===== config.mk =====
export PLATFORM = sky130hd
export DESIGN_NAME = double_ended_priority_queue_core
export DESIGN_NICKNAME = d
export VERILOG_FILES = /design/src/rtl/dep_pkg.sv /design/src/rtl/dep_cell.sv /design/src/rtl/double_ended_priority_queue_core.sv
export SDC_FILE = /design/constraint.sdc
export NUM_CORES = 2
export LEC_CHECK = 0
export BUFFER_PORTS_ARGS = -buffer_cell sky130_fd_sc_hd__buf_4
export CAP_MARGIN = 10
export CORE_AREA = 5 5 293 438
export CTS_CLUSTER_DIAMETER = 200
export DETAILED_ROUTE_END_ITERATION = 8
export DIE_AREA = 0 0 298 443
export GPL_TIMING_DRIVEN = 0
export PLACE_DENSITY = 0.76
export RECOVER_POWER = 25
export SETUP_SLACK_MARGIN = 0.3
export SYNTH_ARGS = -nofsm -noshare
export SYNTH_HDL_FRONTEND = slang
export SYNTH_HIERARCHICAL = 1
export SYNTH_SLANG_ARGS = --single-unit
export TNS_END_PERCENT = 100

===== constraint.sdc =====
create_clock -name clock -period 12.77 [get_ports clock]
set_input_delay 1.277 -clock clock [delete_from_list [all_inputs] [get_ports clock]]
set_output_delay 1.277 -clock clock [all_outputs]
set_load 0.005 [all_outputs]

===== src/rtl/dep_pkg.sv =====
// ----------------------------------------------------------------------------
// dep_pkg : shared types and constants of the double-ended priority queue
// Request and response transfer types, op and error codes, and the types
// that pass between the queue cells and the control logic.
// ----------------------------------------------------------------------------
`default_nettype none

package dep_pkg;

   localparam int CAPACITY = 16;
   localparam int CNT_W    = $clog2(CAPACITY + 1);
   localparam int IDX_W    = $clog2(CAPACITY);

   // op codes; code 3 is unused and ignored
   localparam logic [1:0] OP_INSERT  = 2'd0;
   localparam logic [1:0] OP_POP_MIN = 2'd1;
   localparam logic [1:0] OP_POP_MAX = 2'd2;

   localparam logic [1:0] ERR_OK    = 2'd0;
   localparam logic [1:0] ERR_EMPTY = 2'd1;
   localparam logic [1:0] ERR_FULL  = 2'd2;

   typedef struct packed {
      logic [1:0]         op;
      logic signed [31:0] priority_req;
      logic [31:0]        payload;
   } req_type;

   typedef struct packed {
      logic [31:0] out_payload;
      logic        out_valid;
      logic [1:0]  error_code;
      logic [4:0]  entry_count;
   } rsp_type;

   typedef struct packed {
      logic signed [31:0] key;
      logic [31:0]        data;
   } entry_type;

   typedef enum logic [1:0] {
      CELL_HOLD,
      CELL_INSERT,
      CELL_SHIFT
   } cell_mode_type;

   // broadcast to every cell in the chain
   typedef struct packed {
      cell_mode_type mode;
      entry_type     new_entry;
   } cell_ctrl_type;

endpackage

`default_nettype wire


===== src/rtl/dep_cell.sv =====
// ----------------------------------------------------------------------------
// dep_cell : one slot of the sorted chain
// Holds one entry; on insert it keeps, takes the new entry or takes the
// left neighbour's; on a minimum pop it takes the right neighbour's.
// ----------------------------------------------------------------------------
`default_nettype none

module dep_cell
   import dep_pkg::*;
(
   input  wire logic          clock,
   input  wire cell_ctrl_type ctrl,
   input  wire logic          occ,
   input  wire entry_type     left_entry,
   input  wire logic          left_ge,
   input  wire entry_type     right_entry,
   output entry_type          entry,
   output logic               ge
);

   entry_type entry_ff;
   entry_type entry_in;

   // empty slot counts as "not smaller", so the flag is monotonic along the chain
   assign ge = !occ || ($signed(entry_ff.key) >= $signed(ctrl.new_entry.key));

   always_comb begin
      entry_in = entry_ff;
      unique case (ctrl.mode)
         CELL_HOLD:   entry_in = entry_ff;
         CELL_SHIFT:  entry_in = right_entry;
         CELL_INSERT: begin
            if (!ge) begin
               entry_in = entry_ff;
            end else if (left_ge) begin
               entry_in = left_entry;
            end else begin
               entry_in = ctrl.new_entry;
            end
         end
         default:     entry_in = entry_ff;
      endcase
   end

   always_ff @(posedge clock) begin
      entry_ff <= entry_in;
   end

   assign entry = entry_ff;

endmodule

`default_nettype wire


===== src/rtl/double_ended_priority_queue_core.sv =====
// ----------------------------------------------------------------------------
// double_ended_priority_queue_core : sorted double-ended priority queue
// A chain of CAPACITY cells kept in ascending priority order, slot 0 at the
// minimum end, with an output register and a skid stage on the result side.
// ----------------------------------------------------------------------------
// Results go to the output register, or to the skid stage while it is held.
// Throughput: one request per cycle unless the skid stage is full; each cell
//   updates in the same cycle the request is taken, from its own compare.
// Reset: synchronous, active high; the queue empties (count to zero) and the
//   result stages clear. Cell contents are not reset.
`default_nettype none

module double_ended_priority_queue_core
   import dep_pkg::*;
(
   input  wire logic    clock,
   input  wire logic    reset,
   input  wire logic    req_valid,
   output logic         req_stall,
   input  wire req_type req_data,
   output logic         rsp_valid,
   input  wire logic    rsp_stall,
   output rsp_type      rsp_data
);

   // ---------------------------------------------------------------------
   // Handshake. The request side only stalls when the skid stage is full,
   // so a new request is taken while a finished result waits.
   // ---------------------------------------------------------------------
   logic req_take;
   logic out_take;

   logic    out_valid_ff,  out_valid_in;
   logic    skid_valid_ff, skid_valid_in;
   rsp_type out_ff,        out_in;
   rsp_type skid_ff,       skid_in;

   logic [CNT_W-1:0] count_ff, count_in;

   assign req_stall = skid_valid_ff;
   assign req_take  = req_valid && !req_stall;
   assign out_take  = out_valid_ff && !rsp_stall;

   // ---------------------------------------------------------------------
   // Cell chain
   // ---------------------------------------------------------------------
   cell_ctrl_type ctrl;
   entry_type     cell_entry [CAPACITY];
   logic          cell_ge    [CAPACITY];

   for (genvar i = 0; i < CAPACITY; i++) begin : g_cell
      entry_type left_e;
      entry_type right_e;
      logic      left_g;

      if (i == 0) begin : g_first
         assign left_e = ctrl.new_entry;
         assign left_g = 1'b0;
      end else begin : g_mid
         assign left_e = cell_entry[i-1];
         assign left_g = cell_ge[i-1];
      end

      if (i == CAPACITY - 1) begin : g_last
         assign right_e = cell_entry[i];
      end else begin : g_inner
         assign right_e = cell_entry[i+1];
      end

      dep_cell u_cell (
         .clock       (clock),
         .ctrl        (ctrl),
         .occ         (CNT_W'(i) < count_ff),
         .left_entry  (left_e),
         .left_ge     (left_g),
         .right_entry (right_e),
         .entry       (cell_entry[i]),
         .ge          (cell_ge[i])
      );
   end

   // ---------------------------------------------------------------------
   // Request decode: pick the chain action and form the result
   // ---------------------------------------------------------------------
   rsp_type          result;
   logic [IDX_W-1:0] top_idx;
   logic             full;
   logic             empty;

   assign full    = (count_ff == CNT_W'(CAPACITY));
   assign empty   = (count_ff == '0);
   assign top_idx = IDX_W'(count_ff - CNT_W'(1));

   always_comb begin
      ctrl.mode           = CELL_HOLD;
      ctrl.new_entry.key  = req_data.priority_req;
      ctrl.new_entry.data = req_data.payload;
      count_in            = count_ff;
      result.out_payload  = '0;
      result.out_valid    = 1'b0;
      result.error_code   = ERR_OK;

      if (req_take) begin
         unique case (req_data.op)
            OP_INSERT: begin
               if (full) begin
                  result.error_code = ERR_FULL;
               end else begin
                  ctrl.mode = CELL_INSERT;
                  count_in  = count_ff + CNT_W'(1);
               end
            end
            OP_POP_MIN, OP_POP_MAX: begin
               if (empty) begin
                  result.error_code = ERR_EMPTY;
               end else begin
                  result.out_valid = 1'b1;
                  count_in         = count_ff - CNT_W'(1);
                  if (req_data.op == OP_POP_MIN) begin
                     ctrl.mode          = CELL_SHIFT;
                     result.out_payload = cell_entry[0].data;
                  end else begin
                     // max end: the top slot just drops out of the count
                     result.out_payload = cell_entry[top_idx].data;
                  end
               end
            end
            default: ;   // unused code: no change, no error
         endcase
      end
      result.entry_count = 5'(count_in);
   end

   // ---------------------------------------------------------------------
   // Output register plus skid stage
   // ---------------------------------------------------------------------
   always_comb begin
      out_valid_in  = out_valid_ff;
      skid_valid_in = skid_valid_ff;
      out_in        = out_ff;
      skid_in       = skid_ff;

      if (req_take) begin
         if (!out_valid_ff || out_take) begin
            out_valid_in = 1'b1;
            out_in       = result;
         end else begin
            skid_valid_in = 1'b1;
            skid_in       = result;
         end
      end else if (out_take) begin
         out_valid_in  = skid_valid_ff;
         out_in        = skid_ff;
         skid_valid_in = 1'b0;
      end
   end

   always_ff @(posedge clock) begin
      if (reset) begin
         count_ff      <= '0;
         out_valid_ff  <= 1'b0;
         skid_valid_ff <= 1'b0;
      end else begin
         count_ff      <= count_in;
         out_valid_ff  <= out_valid_in;
         skid_valid_ff <= skid_valid_in;
      end
      out_ff  <= out_in;
      skid_ff <= skid_in;
   end

   assign rsp_valid = out_valid_ff;
   assign rsp_data  = out_ff;

   // ---------------------------------------------------------------------
   // Assertions
   // ---------------------------------------------------------------------
   a_count_range: assert property (@(posedge clock) disable iff (reset)
      count_ff <= CNT_W'(CAPACITY))
      else $error("entry count above capacity");

   a_skid_behind_out: assert property (@(posedge clock) disable iff (reset)
      skid_valid_ff |-> out_valid_ff)
      else $error("skid stage holds a transfer with the output register empty");

   a_count_idle: assert property (@(posedge clock) disable iff (reset)
      !req_take |=> $stable(count_ff))
      else $error("entry count moved without a request transfer");

   a_insert_grows: assert property (@(posedge clock) disable iff (reset)
      (req_take && req_data.op == OP_INSERT && !full) |=>
         (count_ff == $past(count_ff) + CNT_W'(1)))
      else $error("insert did not grow the queue");

   a_pop_empty_err: assert property (@(posedge clock) disable iff (reset)
      (req_take && empty && (req_data.op == OP_POP_MIN || req_data.op == OP_POP_MAX))
         |-> (result.error_code == ERR_EMPTY && !result.out_valid))
      else $error("pop on empty queue not flagged");

endmodule

`default_nettype wire

==> out/qor.yml <==
drt:
  ant_nets: 0
  drc: 0
  vias: 60856
  routed_wl_um: 258000
  post_drt_via_cell_ratio: 6.70
  first_iter_violations: 6542
  wire_per_inst_um: 28.4
  first_pass_iters: 8
floorplan:
  die_w_um: 298
  fp.dieArea_mm2: 0.132
  pin_count: 112
  die_h_um: 443
  rows: 159
  core_mm2: 0.124
  initial_utilization_pct: 59.4
global_route:
  grt_pass1_wl_um: 371000
  grt_pass1_vias: 61433
  antenna_found_initial: 31
  grt_max_degree: 34
  gr-total-overflow: 0
  grt_usage_pct: 37.3
logic_synthesis:
  syn_area_mm2: 0.0739
  netlist_instances: 7058
  ys_warn_count: 6
  syn-num-nets: 7646
  syn_avg_cell_area_um2: 10.5
layout:
  final_cell_area_mm2: 0.0816
  area_delta_synth_final_pct: 10.4
  final_layout_size_suffix_gt1_share_pct: 9.19
  stdcell_count: 9081
  fillCellCount: 9845
  nNetsFinal: 7940
  final_util_pct: 65.6
sta:
  fin_crit_ns: 9.89
  setup_viol_count_final: 0
  hold_violations: 0
  rsz0062_at_grt: "no"
  skew_ns: 0.0325
  tns_ns: 0
  fin_crit_sh_pct: 77.4
  fmax_ghz: 0.101
  tightest_slew_ns: 2.24
  slew_violations: 148
  max_slew_margin_pct: -49.5
critical_path:
  crit_path_start_kind: "flop"
  setup.worst_path.end_class: "flop"
  crit_type: "reg -> reg"
  timing.rr.end: "g_cell[15].u_cell/entry[29]$_DFFE_PP_"
  timing.rr.start: "count_ff[0]$_SDFF_PP0_"
  worstRegToRegCells: 17
  critPathArrivalTime_ns: 10.38
  cp_max_fo: 17
  worst_ep_required_time_ns: 13.26
  regToRegSetupSlack_ns: 2.88
clock_network:
  cts_setup_buffers: 0
  clock-sinks: 1111
  clk_path_buf_depth: 3
  cts_htree_levels: 3
  hold_buffers: 0
  ctsResizeCount: 0
  clk_latency_ns: 0.76
  clk_pin_slew_ns: 0.06
  cts_tree: "built"
  numCtsBuffers: 111
  cts-root-buf: "clkbuf_16"
min_path:
  holdCritStartpoint: "skid_ff[5]$_DFFE_PP_"
  hold_path.class: "reg -> reg"
  whs_endpoint: "rsp_data[5]$_DFFE_PP_"
  holdPathStages: 2
flow_run:
  drv_cap: 9
place:
  place_inst: 8846
  gp_congestion: 0.965
  dpl_cell_area_mm2: 0.0781
  dp_hpwl_um: 193000
  io_buffer_count: 111
status:
  outcome: "complete, but fails checks"
  violations: "max-capacitance violations, max-slew violations"
power_and_ir_drop:
  vdd_drop_max_mv: 0.129
  p_leak_nw: 39.2
  p_per_area_mw_per_mm2: 112
  p_total_mw: 9.12
-- cells in the final DEF (no fill, tap or decap), types with 21 or more instances in the layout --
cell          n
a211oi_1     32
a21o_1       45
a21oi_1     233
a311o_1      21
buf_1        29
buf_2       121
buf_4        71
buf_8        47
clkbuf_1    288
clkbuf_16   112
clkbuf_4     28
clkinv_1     24
clkinv_2     26
diode_2      29
edfxtp_1   1104
ha_1        518
inv_1       522
mux2i_1    1108
mux4_2      108
nand2_1    1181
nand2b_1     55
nand3_1     114
nand4_1     110
nor2_1       61
nor2b_1      22
nor3_1       64
o21ai_0    1089
-- worst max path at each step --
stage | startpoint | to | cells after the start
final | count_ff[0]$_SDFF_PP0_ | g_cell[15].u_cell/entry[29]$_DFFE_PP_ | 17
after CTS | req_data[65] | g_cell[5].u_cell/entry[27]$_DFFE_PP_ | 14
after floorplan | req_data[65] | g_cell[0].u_cell/entry[0]$_DFFE_PP_ | 9
after global placement | req_valid | g_cell[6].u_cell/entry[24]$_DFFE_PP_ | 9
after global routing | count_ff[0]$_SDFF_PP0_ | g_cell[1].u_cell/entry[27]$_DFFE_PP_ | 16
after detailed placement | req_data[65] | g_cell[10].u_cell/entry[32]$_DFFE_PP_ | 15
-- registers in the layout, indices dropped and copies added, names as in the netlist --
register,count
req_stall,1
rsp_data,40
count_ff,5
skid_ff,40
rsp_valid,1
g_cell.u_cell/entry,1024
-- metrics by stage --
stage	worst slack, ns	hold slack, ns
finish	2.88	0.535
global route	2.73	0.557
CTS	5.14	0.534
detailed placement	4.38	0.519
global placement	0.612	0.499
floorplan	6.07	0.491
-- worst max-delay path: stages (launching register included) --
cell	delay, ns
dfxtp_1	0.39
clkbuf_1	0.19
clkbuf_1	0.71
clkbuf_1	0.84
clkbuf_1	1.13
clkinv_1	0.78
ha_1	0.54
or4b_1	0.19
clkbuf_1	0.36
clkbuf_1	0.66
and3_1	0.62
buf_16	0.23
nand2b_1	0.16
clkbuf_1	0.90
clkbuf_1	1.01
o31ai_4	0.40
buf_8	0.29
buf_8	0.18
-- metal layers --
layer  GRT usage, %  wire length, um  share of wire (%)  vias up
met4           36.9            31000                 12        8
met2           62.8           124000                 48     3850
met3           8.73            23600                9.1     1434
li1               -                -                  -    26573
met1           37.0            79600                 31    28991
met5              0               57              0.022        -
-- area by class of cell --
class                   instances  area (um2)  area share (%)
repair buffers                181        2050            2.52
clock buffers                 132        2880            3.53
flip-flops and latches       1111       33300            40.8
diodes                         29        72.6          0.0890
inverters                     524        1970            2.41
plain buffers                 409        1740            2.13
multi-input cells            5014       36900            45.2
clock inverters                71         657           0.805
well taps                    1610        2010            2.47
-- power breakdown --
part / switching (mW) / total (mW) / internal (mW) / leakage (nW)
Sequential: 0.121 / 4.33 / 4.21 / 10.2
Combinational: 0.946 / 1.45 / 0.503 / 27.2
Clock: 1.52 / 3.35 / 1.83 / 1.74
Power figures use the tool's default switching activity.
